File: config.mk
export PLATFORM = sky130hd
export DESIGN_NAME = sorted_list_table
export DESIGN_NICKNAME = d
export VERILOG_FILES = /design/src/slt_pkg.sv /design/src/slt_cell.sv /design/src/sorted_list_table.sv
export SDC_FILE = /design/constraint.sdc
export NUM_CORES = 2
export LEC_CHECK = 0
export BUFFER_PORTS_ARGS = -buffer_cell sky130_fd_sc_hd__buf_2
export CORE_AREA = 2 2 300 302
export DETAILED_ROUTE_END_ITERATION = 16
export DIE_AREA = 0 0 302 304
export GPL_ROUTABILITY_DRIVEN = 0
export GPL_TIMING_DRIVEN = 0
export PLACE_DENSITY_LB_ADDON = 0.1
export SETUP_SLACK_MARGIN = 0.1
export SLEW_MARGIN = 10
export SYNTH_ARGS = -nofsm -noshare
export SYNTH_HDL_FRONTEND = slang
export SYNTH_SLANG_ARGS = --single-unit
export TNS_END_PERCENT = 1
File: constraint.sdc
create_clock -name clk -period 8.4 [get_ports clk]
set_clock_uncertainty 0.1 [all_clocks]
set_input_delay 2.1 -clock clk [delete_from_list [all_inputs] [get_ports clk]]
set_output_delay 2.1 -clock clk [all_outputs]
set_load 0.02 [all_outputs]
File: src/slt_pkg.sv
// ----------------------------------------------------------------------------
// slt_pkg
// Shared constants, codes and types for the sorted list table.
// ----------------------------------------------------------------------------
`default_nettype none

package slt_pkg;

  localparam int CAPACITY = 16;
  localparam int CNT_W    = $clog2(CAPACITY + 1);
  localparam int VAL_W    = 32;

  localparam logic [1:0] REQ_INSERT = 2'd0;
  localparam logic [1:0] REQ_REMOVE = 2'd1;
  localparam logic [1:0] REQ_SEARCH = 2'd2;

  localparam logic [1:0] ST_OK      = 2'd0;
  localparam logic [1:0] ST_MISSING = 2'd1;
  localparam logic [1:0] ST_FULL    = 2'd2;

  // broadcast from the control stage to every cell
  typedef struct packed {
    logic                    insert_en;
    logic                    remove_en;
    logic signed [VAL_W-1:0] value;
  } slt_ctrl_t;

  // compare flags of one cell against the broadcast value
  typedef struct packed {
    logic gt;
    logic ge;
    logic eq;
  } slt_stat_t;

endpackage

`default_nettype wire

File: src/slt_cell.sv
// ----------------------------------------------------------------------------
// slt_cell
// One slot of the sorted chain: compares its entry with the broadcast value
// and shifts toward or away from its neighbors on insert and remove.
// ----------------------------------------------------------------------------
`default_nettype none

module slt_cell (
  input  wire logic                             clk,
  input  wire slt_pkg::slt_ctrl_t               ctrl,
  input  wire logic                             cell_valid,
  input  wire logic                             left_gt,
  input  wire logic signed [slt_pkg::VAL_W-1:0] left_entry,
  input  wire logic signed [slt_pkg::VAL_W-1:0] right_entry,
  output logic signed [slt_pkg::VAL_W-1:0]      entry,
  output slt_pkg::slt_stat_t                    stat
);
  import slt_pkg::*;

  logic signed [VAL_W-1:0] entry_r;
  logic signed [VAL_W-1:0] entry_nxt;
  logic                    le;

  always_comb begin
    stat.gt = cell_valid && (entry_r > ctrl.value);
    stat.ge = cell_valid && (entry_r >= ctrl.value);
    stat.eq = cell_valid && (entry_r == ctrl.value);
    le      = cell_valid && !(entry_r > ctrl.value);
  end

  always_comb begin
    entry_nxt = entry_r;
    if (ctrl.insert_en) begin
      if (left_gt) begin
        entry_nxt = left_entry;
      end else if (!le) begin
        entry_nxt = ctrl.value;
      end
    end else if (ctrl.remove_en && stat.ge) begin
      entry_nxt = right_entry;
    end
  end

  always_ff @(posedge clk) begin
    entry_r <= entry_nxt;
  end

  assign entry = entry_r;

endmodule

`default_nettype wire

File: src/sorted_list_table.sv
// ----------------------------------------------------------------------------
// sorted_list_table
// Bounded ascending multiset of signed 32-bit values held in a row of
// compare-and-shift cells; insert, remove first match, search.
// ----------------------------------------------------------------------------
// One request is taken every cycle; busy stays low. A request is registered
// on acceptance, all cells compare it with their entries in parallel in the
// next cycle and shift in that same cycle, and the result is registered once
// more before it appears on the out_ ports with out_strobe. The receiver
// cannot stall, so out_strobe is a one-cycle pulse per request. The next
// request is evaluated against the table as left by the one before it.
`default_nettype none

module sorted_list_table (
  input  wire logic                             clk,
  input  wire logic                             rst_n,
  input  wire logic                             start,
  output logic                                  busy,
  input  wire logic [1:0]                       in_req_type,
  input  wire logic signed [slt_pkg::VAL_W-1:0] in_value,
  output logic                                  out_strobe,
  output logic [1:0]                            out_status,
  output logic [4:0]                            out_entry_count
);
  import slt_pkg::*;

  logic                    req_valid_r;
  logic [1:0]              req_type_r;
  logic signed [VAL_W-1:0] value_r;

  logic [CNT_W-1:0]        count_r;
  logic [CNT_W-1:0]        count_nxt;

  logic                    out_strobe_r;
  logic [1:0]              out_status_r;
  logic [4:0]              out_entry_count_r;
  logic [1:0]              status_nxt;

  slt_ctrl_t               ctrl;
  slt_stat_t               stat [CAPACITY];
  logic signed [VAL_W-1:0] entry [CAPACITY];
  logic [CAPACITY-1:0]     eq_vec;
  logic                    found;
  logic                    full;

  assign busy = 1'b0;

  always_ff @(posedge clk) begin
    if (!rst_n) begin
      req_valid_r <= 1'b0;
    end else begin
      req_valid_r <= start && !busy;
    end
  end

  always_ff @(posedge clk) begin
    if (start && !busy) begin
      req_type_r <= in_req_type;
      value_r    <= in_value;
    end
  end

  // cell row
  genvar gi;
  generate
    for (gi = 0; gi < CAPACITY; gi++) begin : g_cell
      logic                    lgt;
      logic signed [VAL_W-1:0] lent;
      logic signed [VAL_W-1:0] rent;
      if (gi == 0) begin : g_first
        assign lgt  = 1'b0;
        assign lent = entry[gi];
      end else begin : g_mid
        assign lgt  = stat[gi-1].gt;
        assign lent = entry[gi-1];
      end
      if (gi == CAPACITY - 1) begin : g_last
        assign rent = entry[gi];
      end else begin : g_notlast
        assign rent = entry[gi+1];
      end
      assign eq_vec[gi] = stat[gi].eq;

      slt_cell u_cell (
        .clk         (clk),
        .ctrl        (ctrl),
        .cell_valid  (CNT_W'(gi) < count_r),
        .left_gt     (lgt),
        .left_entry  (lent),
        .right_entry (rent),
        .entry       (entry[gi]),
        .stat        (stat[gi])
      );
    end
  endgenerate

  assign found = |eq_vec;
  assign full  = (count_r >= CNT_W'(CAPACITY));

  always_comb begin
    ctrl.value     = value_r;
    ctrl.insert_en = 1'b0;
    ctrl.remove_en = 1'b0;
    count_nxt      = count_r;
    status_nxt     = ST_MISSING;
    if (req_valid_r) begin
      unique case (req_type_r)
        REQ_INSERT: begin
          if (full) begin
            status_nxt = ST_FULL;
          end else begin
            ctrl.insert_en = 1'b1;
            count_nxt      = count_r + CNT_W'(1);
            status_nxt     = ST_OK;
          end
        end
        REQ_REMOVE: begin
          if (found) begin
            ctrl.remove_en = 1'b1;
            count_nxt      = count_r - CNT_W'(1);
            status_nxt     = ST_OK;
          end
        end
        REQ_SEARCH: begin
          if (found) begin
            status_nxt = ST_OK;
          end
        end
        default: begin
          status_nxt = ST_MISSING;
        end
      endcase
    end
  end

  always_ff @(posedge clk) begin
    if (!rst_n) begin
      count_r      <= '0;
      out_strobe_r <= 1'b0;
    end else begin
      count_r      <= count_nxt;
      out_strobe_r <= req_valid_r;
    end
  end

  always_ff @(posedge clk) begin
    out_status_r      <= status_nxt;
    out_entry_count_r <= 5'(count_nxt);
  end

  assign out_strobe      = out_strobe_r;
  assign out_status      = out_status_r;
  assign out_entry_count = out_entry_count_r;

  a_count_bound: assert property (@(posedge clk) disable iff (!rst_n)
    count_r <= CNT_W'(CAPACITY))
    else $error("entry count above capacity");

  a_result_follows: assert property (@(posedge clk) disable iff (!rst_n)
    req_valid_r |=> out_strobe_r)
    else $error("request without result");

  a_full_flag: assert property (@(posedge clk) disable iff (!rst_n)
    (out_strobe_r && out_status_r == ST_FULL) |-> (count_r == CNT_W'(CAPACITY)))
    else $error("full status with room left");

  a_insert_grows: assert property (@(posedge clk) disable iff (!rst_n)
    (req_valid_r && req_type_r == REQ_INSERT && !full)
      |=> (count_r == $past(count_r) + CNT_W'(1)))
    else $error("insert did not grow the table");

  a_single_op: assert property (@(posedge clk) disable iff (!rst_n)
    !(ctrl.insert_en && ctrl.remove_en))
    else $error("insert and remove at once");

endmodule

`default_nettype wire

==> impl_metrics.tcl <==
set metrics [dict create \
    drt-pass1-iter-count 8 \
    fmax_mhz 128 \
    yosys.area.top_type "edfxtp_1" \
    cts_resized 0 \
    synthTopCellsByArea "edfxtp_1, ha_1, mux2i_1" \
    r2r_slack_ns 0.57 \
    fin_crit_sh_pct 93.3 \
    grt_max_degree 36 \
    worst_slew_pin_slew_ns 1.36 \
    gr-total-overflow 0 \
    relSlewSlack_pct 8.24 \
    path_common_cell "nand4_1" \
    hold_buffers 0 \
    row_count 110 \
    crit_type "flop to flop" \
    die_w_um 302 \
    power_mw 7.59 \
    multi_input_area_um2 21700 \
    synthCells 3917 \
    worstPathCellList "clkbuf_1, inv_1, ha_1, nand4_1, nor4_1, nand4_1, nor2_1, nor3_2, a311oi_2, a31o_2" \
    yosysTopAreaCellShare_pct 41.6 \
    start_util_pct 44.3 \
    synthDistinctLibCells 82 \
    synth_area_per_cell_um2 10.1 \
    antenna_found_initial 0 \
    cts_sinks 560 \
    cap_violations 0 \
    numCtsBuffers 69 \
    syn_to_final_growth_pct 11.6 \
    r2r_cells 10 \
    slowest_stage "nor4_1" \
    detail-route-antenna-nets 0 \
    wl_per_cell_um 29.5 \
    synth-async-reset-ratio_pct 0 \
    clk_latency_ns 0.65 \
    grt_setup_unrepaired "false" \
    power_density_nw_per_um2 172 \
    die-area_um2 91800 \
    ys_seq_area_share_pct 42.3 \
    postCtsSetupRepairBufs 0 \
    cts_tree "done" \
    critPathLaunchType "flop" \
    synth_edf_count 546 \
    synth_nets 4471 \
    vias 33600 \
    drt-total-wl_um 155000 \
    hold_class "flop to flop" \
    finish.instance_area_um2 44000 \
    endpoint "g_cell[7].u_cell.entry[5]" \
    grt_first_pass_wirelength_um 222000 \
    crit_path_max_incr_delay_ns 1.05 \
    regArea_um2 16700 \
    ys.flop_type "edfxtp_1" \
    final_layout_size_suffix_gt1_share_pct 7.17 \
    crit_start "value_r[25]" \
    nets 4605 \
    setup_violations 0 \
    core_area_um2 89000 \
    placed_area_um2 41700 \
    yosys_warnings 0 \
    clock_path_buffers 3 \
    ys_top_cells_by_count "edfxtp_1, ha_1, nand2_1" \
    ctsRootBufferMaster "clkbuf_16" \
    io_buffers 44 \
    fill_cells 8432 \
    maxSlewViolCount 0 \
    arrival_ns 7.98 \
    grt_pass1_vias 31900 \
    outcome "finished clean" \
    worstReg2RegEnd "g_cell[7].u_cell.entry[5]" \
    critPathRequiredTime_ns 8.54 \
    route.detailed.drc 0 \
    clk_pin_slew_worst_paths_ns 0.07 \
    via_per_inst 6.37 \
    hpwl_um 121000 \
    ys_ff_latch 560 \
    die_h_um 304 \
    synth.most_common_cell "edfxtp_1" \
    reg2reg_from "value_r[25]" \
    post-route-min-period_ns 7.83 \
    first_iter_violations 4238 \
    netlist_area_um2 39400 \
    num_io_pins 46 \
    vdd_drop_max_v 0.000148 \
    htree_levels 3 \
    endpoint_kind "flop" \
    grt_usage_pct 33.2 \
    finalHoldViolCount 0 \
    worstPathMaxFanout 32 \
    leakage_nw 16.4 \
]
[power breakdown]
part	switching (mW)	internal (mW)	total (mW)
logic	0.761	0.375	1.14
clock network	1.31	1.88	3.18
registers	0.113	3.16	3.27
[per-layer routing]
metal	up-vias	global-route usage, %	wire, um
met2	1678	50.3	68200
met1	16500	47.2	67400
met5	-	0	0
met4	0	11.8	6070
met3	311	6.37	13800
li1	15100	-	-
[cell families (layout without fill, tap and decap cells)]
group | after synthesis | after routing | synth area share [%]
and+or+nand+nor | 1136 | 1136 | 13.2
AOI/OAI and AO/OA | 1030 | 1030 | 15.1
DFF | 560 | 560 | 42.3
adders and majority gates | 517 | 517 | 16.4
muxes | 385 | 385 | 9.88
buffers and inverters | 287 | 471 | 3.07
other | 1 | 2 | 0.00951
xor gates and xnor gates | 1 | 1 | 0.0222
[flip-flops by register name, indices dropped and copies added, names as in the netlist]
register,flops
g_cell.u_cell.entry,512
req_type_r,2
value_r,32
out_strobe,1
req_valid_r,1
count_r,5
out_entry_count,5
out_status,2
[worst min-delay path by stage]
stage / start / to / slack, ns / cells past startpoint
floorplan: g_cell[15].u_cell.entry[31] / g_cell[14].u_cell.entry[31] / 0.43 / 2
global placement: g_cell[15].u_cell.entry[8] / g_cell[14].u_cell.entry[8] / 0.44 / 2
detailed placement: g_cell[15].u_cell.entry[25] / g_cell[14].u_cell.entry[25] / 0.45 / 2
CTS: g_cell[15].u_cell.entry[15] / g_cell[14].u_cell.entry[15] / 0.46 / 2
global route: g_cell[15].u_cell.entry[15] / g_cell[14].u_cell.entry[15] / 0.49 / 2
finish: g_cell[15].u_cell.entry[15] / g_cell[14].u_cell.entry[15] / 0.47 / 2
[placed cells by master (no fill, tap or decap), types with 10 or more instances in the layout]
cell type,netlist,layout
clkbuf_16,0,71
bufinv_16,0,10
mux2_2,29,29
edfxtp_1,546,546
o21ai_0,116,114
a21oi_1,428,426
nor2b_1,35,35
a21o_1,34,34
o21ai_1,191,189
and3_1,11,11
nor2_1,266,266
clkbuf_1,155,166
a31oi_1,36,36
nand2_1,504,502
nor4_1,25,23
o31ai_1,13,10
inv_1,67,67
a211oi_1,20,20
dfxtp_1,14,14
and4_1,21,21
clkinv_2,0,11
buf_4,15,15
buf_16,0,12
and2_1,10,10
nor3_1,29,29
nand3_1,67,66
o21a_1,10,10
nand4_1,115,115
clkinv_1,1,10
mux2i_1,351,351
ha_1,517,517
buf_2,44,88
a21boi_0,10,10
o211ai_1,95,95
nand2b_1,17,17
[area by class of cell]
class	count	share of cell area, %
multi-input combinational	3070	49.3
sequential	560	37.9
clock buffer	86	4.23
tap	1176	3.34
buffer	219	2.17
timing repair buffer	63	1.48
clock inverter	35	0.977
inverter	68	0.580
antenna	1	0.00568
[stage by stage]
stage	hold WS, ns	instances	setup TNS, ns	util, %	setup slack [ns]
2_1_floorplan	0.426	3917	0	-	2.53
3_3_place_gp	0.445	5137	-290.05	46.2	-1.99
3_5_place_dp	0.454	5155	0	46.9	1.21
4_1_cts	0.462	5276	0	49.4	1.19
5_1_grt	0.494	5277	0	49.5	0.798
6_report	0.466	5278	0	49.5	0.567
[critical path, delay by kind of cell (launching register included)]
kind / cells / cell delay (ns)
AND/OR/NAND/NOR: 5 / 2.57
buffers and inverters: 2 / 1.60
AO/OA/AOI/OAI: 2 / 1.86
adder cells (fa/ha/maj): 1 / 0.57
flip-flops: 1 / 0.69
(Power assumes the default switching activity.)
